$ cat config.mk
export PLATFORM = sky130hd
export DESIGN_NAME = eig_div
export DESIGN_NICKNAME = d
export VERILOG_FILES = /design/src/hdl/eig_pkg.sv /design/src/hdl/eig_div.sv
export SDC_FILE = /design/constraint.sdc
export NUM_CORES = 2
export LEC_CHECK = 0
export BUFFER_PORTS_ARGS = -buffer_cell sky130_fd_sc_hd__buf_4
export CAP_MARGIN = 10
export CORE_MARGIN = 3
export CORE_UTILIZATION = 35
export CTS_CLUSTER_DIAMETER = 100
export DETAILED_ROUTE_END_ITERATION = 7
export HOLD_SLACK_MARGIN = 0.1
export PLACE_DENSITY = 0.52
export SLEW_MARGIN = 20
export SYNTH_ARGS = -nofsm -noshare
export SYNTH_HDL_FRONTEND = slang
export SYNTH_SLANG_ARGS = --single-unit
export TNS_END_PERCENT = 1
$ cat constraint.sdc
create_clock -name clk -period 4.85 [get_ports clk]
set_clock_uncertainty 0.1 [all_clocks]
set_input_delay 0.7275 -clock clk [delete_from_list [all_inputs] [get_ports clk]]
set_output_delay 0.7275 -clock clk [all_outputs]
set_load 0.01 [all_outputs]
$ cat src/hdl/eig_pkg.sv
// Shared widths, types and status codes for the 2x2 eigenvalue pipeline.
// Used by eig_div and eigen_2x2_closed_form; no dependencies.
package eig_pkg;

  localparam int FRAC_BITS = 8;
  localparam int IN_W      = 16;
  localparam int DIFF_W    = IN_W + 1;          // a-d, a+d
  localparam int ROOT_W    = IN_W + 1;          // floor(sqrt(disc))
  localparam int RAD_W     = 2 * ROOT_W;        // unsigned radicand
  localparam int DISC_W    = RAD_W + 1;         // signed discriminant
  localparam int REM_W     = ROOT_W + 2;        // root remainder
  localparam int NUM_W     = IN_W + 3;          // diff -/+ root
  localparam int LAM_W     = 18;
  localparam int VEC_W     = 24;
  localparam int DVS_W     = IN_W;              // |c|
  localparam int Q_W       = NUM_W - 2 + FRAC_BITS; // quotient magnitude bits
  localparam int DIV_LAT   = Q_W + 1;
  localparam int LATENCY   = 3 + ROOT_W + 1 + DIV_LAT;

  typedef enum logic [1:0] {
    ST_OK      = 2'd0,
    ST_COMPLEX = 2'd1,
    ST_CZERO   = 2'd2,
    ST_SAT     = 2'd3
  } status_t;

  // fields that ride along the root pipeline
  typedef struct packed {
    logic signed [DIFF_W-1:0] diff;
    logic signed [DIFF_W-1:0] tr;
    logic                     neg;
    logic                     czero;
    logic signed [IN_W-1:0]   c;
  } root_side_t;

  // fields that ride along the divider
  typedef struct packed {
    logic signed [LAM_W-1:0] lo;
    logic signed [LAM_W-1:0] hi;
    logic                    neg;
    logic                    czero;
  } div_side_t;

endpackage

$ cat src/hdl/eig_div.sv
// Pipelined signed divider: q = trunc(num * 2^FRAC_BITS / (2*den)), saturated.
// One restoring step per stage; depends on eig_pkg.
module eig_div (
  input  logic                               clk,
  input  logic signed [eig_pkg::NUM_W-1:0]   num,
  input  logic signed [eig_pkg::IN_W-1:0]    den,
  output logic signed [eig_pkg::VEC_W-1:0]   q,
  output logic                               sat
);

  localparam int QW = eig_pkg::Q_W;
  localparam int DW = eig_pkg::DVS_W;
  localparam int NW = eig_pkg::NUM_W;
  localparam int VW = eig_pkg::VEC_W;

  logic [QW-1:0] work_r [QW];
  logic [DW-1:0] rem_r  [QW];
  logic [DW-1:0] dvs_r  [QW];
  logic          sgn_r  [QW];

  logic [NW-1:0] num_abs;
  logic [DW-1:0] den_abs;
  logic [QW-1:0] dvd;

  always_comb begin
    num_abs = num[NW-1] ? NW'(-num) : NW'(num);
    den_abs = den[DW-1] ? DW'(-den) : DW'(den);
    // 2^F / 2 folded into the dividend shift
    dvd     = {num_abs[NW-2:0], {(eig_pkg::FRAC_BITS-1){1'b0}}};
  end

  for (genvar i = 0; i < QW; i++) begin : g_step
    logic [QW-1:0] w_in;
    logic [DW-1:0] r_in;
    logic [DW-1:0] d_in;
    logic          s_in;
    logic [DW:0]   r_try;
    logic          ge;

    if (i == 0) begin : g_first
      assign w_in = dvd;
      assign r_in = '0;
      assign d_in = den_abs;
      assign s_in = num[NW-1] ^ den[DW-1];
    end else begin : g_next
      assign w_in = work_r[i-1];
      assign r_in = rem_r[i-1];
      assign d_in = dvs_r[i-1];
      assign s_in = sgn_r[i-1];
    end

    assign r_try = {r_in, w_in[QW-1]};
    assign ge    = (r_try >= {1'b0, d_in});

    always_ff @(posedge clk) begin
      work_r[i] <= {w_in[QW-2:0], ge};
      rem_r[i]  <= ge ? DW'(r_try - {1'b0, d_in}) : DW'(r_try);
      dvs_r[i]  <= d_in;
      sgn_r[i]  <= s_in;
    end
  end

  localparam logic signed [QW:0] VMAX = (QW+1)'((1 << (VW-1)) - 1);
  localparam logic signed [QW:0] VMIN = -(QW+1)'(1 << (VW-1));

  logic signed [QW:0] qs;
  logic signed [VW-1:0] q_nxt;
  logic sat_nxt;
  logic signed [VW-1:0] q_r;
  logic sat_r;

  always_comb begin
    qs = sgn_r[QW-1] ? -$signed({1'b0, work_r[QW-1]}) : $signed({1'b0, work_r[QW-1]});
    sat_nxt = 1'b0;
    if (qs > VMAX) begin
      q_nxt   = VMAX[VW-1:0];
      sat_nxt = 1'b1;
    end else if (qs < VMIN) begin
      q_nxt   = VMIN[VW-1:0];
      sat_nxt = 1'b1;
    end else begin
      q_nxt = qs[VW-1:0];
    end
  end

  always_ff @(posedge clk) begin
    q_r   <= q_nxt;
    sat_r <= sat_nxt;
  end

  assign q   = q_r;
  assign sat = sat_r;

endmodule

==> impl_results.html <==
<table>
<tr><th>Metric</th><th>Value</th></tr>
<tr><th colspan="2">Status</th></tr>
<tr><td>Outcome</td><td>complete, no violations</td></tr>
<tr><th colspan="2">GRT</th></tr>
<tr><td>Number of global-route vias before repair</td><td>31895</td></tr>
<tr><td>Global route overflow</td><td>0</td></tr>
<tr><td>Met1 Resource Use GR</td><td>0.183</td></tr>
<tr><td>Overall fraction of global-route tracks in use</td><td>0.136</td></tr>
<tr><td>Antenna violations before repair</td><td>1</td></tr>
<tr><td>Global-route layer with the greatest usage</td><td>met2</td></tr>
<tr><td>Met3 global-route usage</td><td>0.0244</td></tr>
<tr><td>Pin count of the biggest net entering global routing</td><td>32</td></tr>
<tr><td>Wire length of the first global-routing pass</td><td>164000 um</td></tr>
<tr><td>M2 GR Usage</td><td>0.216</td></tr>
<tr><th colspan="2">Timing</th></tr>
<tr><td>Shortest period the worst path allows</td><td>4.01 ns</td></tr>
<tr><td>Tightest Pin Transition</td><td>1.07 ns</td></tr>
<tr><td>Highest clock rate</td><td>250 MHz</td></tr>
<tr><td>Final setup TNS</td><td>0 ns</td></tr>
<tr><td>Final number of setup-violating endpoints</td><td>0</td></tr>
<tr><td>Final Hold Viols</td><td>0</td></tr>
<tr><td>Max-slew violation count</td><td>0</td></tr>
<tr><td>Max-slew headroom at the worst pin</td><td>0.285</td></tr>
<tr><td>Share of the cycle needed by the critical path after routing</td><td>0.826</td></tr>
<tr><td>RSZ-0062 raised after global routing</td><td>false</td></tr>
<tr><th colspan="2">Clocking</th></tr>
<tr><td>Count of cells resized by post-cts repair</td><td>0</td></tr>
<tr><td>Max Root-Sink Buffers</td><td>3</td></tr>
<tr><td>Worst-path clk slew</td><td>0.06 ns</td></tr>
<tr><td>CTS Root Cell</td><td>sky130_fd_sc_hd__clkbuf_16</td></tr>
<tr><td>Clock network latency to the later pin of the worst-skew pair</td><td>0.75 ns</td></tr>
<tr><td>Number of buffers created by CTS</td><td>141</td></tr>
<tr><td>H-tree Lvls</td><td>4</td></tr>
<tr><td>Clock tree sinks</td><td>1296</td></tr>
<tr><td>Post-CTS repair timing setup buffer count</td><td>0</td></tr>
<tr><td>Clock tree from TritonCTS</td><td>yes</td></tr>
<tr><th colspan="2">Synthesis</th></tr>
<tr><td>Largest area contributor in the netlist</td><td>sky130_fd_sc_hd__dfxtp_1</td></tr>
<tr><td>Basic-gate share of the synthesized area counting and, or, nand and nor cells</td><td>0.0912</td></tr>
<tr><td>Number of distinct library cells after synthesis</td><td>80</td></tr>
<tr><td>Area contributors post-synth</td><td>sky130_fd_sc_hd__dfxtp_1, sky130_fd_sc_hd__ha_1, sky130_fd_sc_hd__mux2_2</td></tr>
<tr><td>Most common cell in the netlist</td><td>sky130_fd_sc_hd__dfxtp_1</td></tr>
<tr><td>Adder-Cell Fraction of Synth Area</td><td>0.106</td></tr>
<tr><td>Seq/Total Area, Yosys</td><td>0.517</td></tr>
<tr><td>Flip-flop and latch count after synthesis</td><td>1296</td></tr>
<tr><td>Mux share of post-synthesis cell area</td><td>0.0615</td></tr>
<tr><td>Synth warn</td><td>0</td></tr>
<tr><td>Most instantiated cells after synthesis</td><td>sky130_fd_sc_hd__dfxtp_1, sky130_fd_sc_hd__inv_1, sky130_fd_sc_hd__ha_1</td></tr>
<tr><td>Net count of the mapped netlist</td><td>5226</td></tr>
<tr><td>Syn Inst Count</td><td>4779</td></tr>
<tr><td>Share of flip-flops with an asynchronous set or reset</td><td>0</td></tr>
<tr><td>Fraction of synthesized cell area in xor and xnor cells</td><td>0.0494</td></tr>
<tr><td>Fraction of synthesized cell area taken by the top area cell type</td><td>0.517</td></tr>
<tr><td>Most used flip-flop cell after synthesis</td><td>sky130_fd_sc_hd__dfxtp_1</td></tr>
<tr><td>Post-Synthesis Mean Instance Area</td><td>10.5 um2</td></tr>
<tr><td>Largest family of logic cells by synthesized area</td><td>compound AO/OA/AOI/OAI gates</td></tr>
<tr><td>Post-synthesis cell area</td><td>0.0502 mm2</td></tr>
<tr><td>Complex-gate fraction of the synthesized area</td><td>0.133</td></tr>
<tr><td>Number of flops mapped to enable cells by yosys</td><td>0</td></tr>
<tr><th colspan="2">Setup path</th></tr>
<tr><td>Beginning of the worst register-to-register path</td><td>dvs_r[1][36]$_DFF_P_</td></tr>
<tr><td>Required time at the worst-slack endpoint</td><td>5.42 ns</td></tr>
<tr><td>CP peak stage delay</td><td>0.57 ns</td></tr>
<tr><td>Worst path top cell family by delay</td><td>simple AND/OR/NAND/NOR gates</td></tr>
<tr><td>Category of the critical setup timing path</td><td>in2reg</td></tr>
<tr><td>Capture instance of the worst register-to-register path</td><td>rem_r[1][56]$_DFF_P_</td></tr>
<tr><td>Critical path origin</td><td>num[9]</td></tr>
<tr><td>Cell depth of the worst setup path</td><td>15</td></tr>
<tr><td>Type of destination of the critical path</td><td>flip-flop</td></tr>
<tr><td>Worst reg2reg setup slack</td><td>1.44 ns</td></tr>
<tr><td>Worst path arrival time</td><td>4.57 ns</td></tr>
<tr><td>Worst reg2reg path depth</td><td>10</td></tr>
<tr><td>Highest net fanout along the worst path</td><td>17</td></tr>
<tr><td>Count of buffering cells on the critical path with inverters included</td><td>3</td></tr>
<tr><td>Critical path, cell by cell</td><td>dlygate4sd3_1 &gt; buf_4 &gt; or4_1 &gt; nor3_1 &gt; o21a_1 &gt; nand2_1 &gt; xnor2_1 &gt; ha_1 &gt; inv_1 &gt; ha_1 &gt; a21oi_1 &gt; nor3_1 &gt; nand4_2 &gt; nor4_4 &gt; mux2i_1</td></tr>
<tr><td>Kind of launch point of the worst setup path</td><td>primary input</td></tr>
<tr><td>Cell with the biggest individual delay on the critical path</td><td>sky130_fd_sc_hd__nor4_4</td></tr>
<tr><td>Crit path to</td><td>rem_r[0][0]$_DFF_P_</td></tr>
<tr><th colspan="2">Power and ir drop</th></tr>
<tr><td>Cell-internal power</td><td>26600 uW</td></tr>
<tr><td>Total power density per cell area</td><td>681 mW/mm2</td></tr>
<tr><td>Switching pwr</td><td>12900 uW</td></tr>
<tr><td>Clk network pwr share</td><td>0.273</td></tr>
<tr><td>Relative contribution of combinational cells to total power</td><td>0.359</td></tr>
<tr><td>Worst IR Drop VDD</td><td>0.341 mV</td></tr>
<tr><td>Switching share of total power</td><td>0.327</td></tr>
<tr><td>Static Leakage</td><td>0.0257 uW</td></tr>
<tr><td>Register share of total power</td><td>0.368</td></tr>
<tr><th colspan="2">Floorplan</th></tr>
<tr><td>Die width</td><td>385 um</td></tr>
<tr><td>Die ar.</td><td>0.148 mm2</td></tr>
<tr><td>Starting Density</td><td>0.353</td></tr>
<tr><td>Core Box Area</td><td>0.142 mm2</td></tr>
<tr><td>Placement Rows</td><td>138</td></tr>
<tr><td>Chip Height</td><td>385 um</td></tr>
<tr><td># IOs</td><td>61</td></tr>
<tr><th colspan="2">Hold path</th></tr>
<tr><td>Hold Crit Class</td><td>in2reg</td></tr>
<tr><td>Min-delay src</td><td>den[12]</td></tr>
<tr><th colspan="2">Route</th></tr>
<tr><td>Detail-routed via count per cell</td><td>4.65</td></tr>
<tr><td>Total detailed-routing wirelength</td><td>100000 um</td></tr>
<tr><td>Post-DR wirelength/cell</td><td>14.4 um</td></tr>
<tr><td>Violation count after the first detailed-route iteration</td><td>1566</td></tr>
<tr><td>Remaining antenna violation count</td><td>0</td></tr>
<tr><td>Total vias in the final route</td><td>32421</td></tr>
<tr><td>Length of the first detailed-routing pass in iterations</td><td>5</td></tr>
<tr><td>Number of remaining DRC errors</td><td>0</td></tr>
<tr><th colspan="2">Cells and area</th></tr>
<tr><td>Final std cell area, no fill</td><td>0.0580 mm2</td></tr>
<tr><td>Layout net count</td><td>5421</td></tr>
<tr><td>Diodes inserted</td><td>0</td></tr>
<tr><td>Growth of design area from synthesis to finish</td><td>15.6%</td></tr>
<tr><td>Proportion of layout cells with a drive suffix above 1</td><td>0.115</td></tr>
<tr><th colspan="2">Place</th></tr>
<tr><td>Placer's final routability congestion estimate</td><td>0.831</td></tr>
<tr><td>Quantity of I/O buffers inserted on ports</td><td>60</td></tr>
<tr><td>Post-Place Cell Area</td><td>0.0530 mm2</td></tr>
<tr><td>Half-perimeter wire length after placement</td><td>75300 um</td></tr>
<tr><th colspan="2">Run</th></tr>
<tr><td>Max-capacitance violation count</td><td>0</td></tr>
</table>
[worst min path at each step]
stage / end / slack, ns / depth (start not counted)
2_1_floorplan: sgn_r[10]$_DFF_P_ / 0.21 / 0
6_report: dvs_r[0][12]$_DFF_P_ / 0.19 / 2
5_1_grt: work_r[0][9]$_DFF_P_ / 0.14 / 3
4_1_cts: work_r[0][9]$_DFF_P_ / 0.11 / 3
3_5_place_dp: sgn_r[16]$_DFF_P_ / 0.21 / 0
3_3_place_gp: work_r[18][9]$_DFF_P_ / 0.21 / 0
[cell usage in the layout (no fill, tap or decap), types with 66 or more instances in the layout]
master and instances:
sky130_fd_sc_hd__nor2_1 264, sky130_fd_sc_hd__mux2_2 238, sky130_fd_sc_hd__o21ai_0 233, sky130_fd_sc_hd__nand2_1 239
sky130_fd_sc_hd__clkbuf_16 147, sky130_fd_sc_hd__o21a_1 102, sky130_fd_sc_hd__ha_1 388, sky130_fd_sc_hd__buf_4 87
sky130_fd_sc_hd__xnor2_1 177, sky130_fd_sc_hd__nand3_1 66, sky130_fd_sc_hd__inv_1 497, sky130_fd_sc_hd__dfxtp_1 1296
sky130_fd_sc_hd__nand2b_1 75, sky130_fd_sc_hd__xor2_1 106, sky130_fd_sc_hd__a21oi_1 255
[layer usage]
metal,vias to the layer above,wire (um)
li1,16931,-
met1,14759,49400
met2,536,44000
met3,195,3750
met4,0,3140
met5,-,0
[cell families after synthesis]
logic type      count (synthesis)
compound gates               1007
xor+xnor                      283
fa+ha+maj                     411
buf+inv                       561
flops                        1296
mux                           279
simple gates                  942
[stage by stage]
stage | util | hold WS [ns] | setup slack [ns] | total power [uW] | cells
2_1_floorplan | - | 0.210 | 1.33 | 25500 | 4779
3_3_place_gp | 0.373 | 0.210 | 0.589 | 28700 | 6690
3_5_place_dp | 0.373 | 0.212 | 0.541 | 28900 | 6690
4_1_cts | 0.408 | 0.107 | 0.817 | 40000 | 6970
5_1_grt | 0.408 | 0.139 | 0.498 | 42400 | 6974
6_report | 0.408 | 0.193 | 0.843 | 39500 | 6974
[registers in the layout, summed over array words and instances (netlist names)]
name    count
dvs_r     384
q          24
rem_r     384
sat         1
sgn_r      25
work_r    478
[cell type report]
| type | count | area [um2] |
|---|---|---|
| fill | 13654 | 84100 |
| sequential | 1296 | 25900 |
| multi-input combinational | 2922 | 22200 |
| clock buffer | 206 | 4170 |
| tap | 1890 | 2360 |
| inverter | 498 | 1870 |
| timing repair buffer | 115 | 935 |
| clock inverter | 47 | 589 |
[power groups by stage]
stage / logic (uW) / clock network [uW] / registers, uW
floorplan: 11300 / 0 / 14200
global placement: 14000 / 0 / 14800
detailed placement: 14100 / 0 / 14800
CTS: 14200 / 11200 / 14600
global route: 16000 / 11600 / 14800
finish: 14200 / 10800 / 14500
[what timing repair did]
item	4_1_cts	5_1_grt
endpoints found under the hold margin	27	0
hold buffers	27	0
endpoints found under the setup margin	0	0
(Power assumes the default switching activity.)
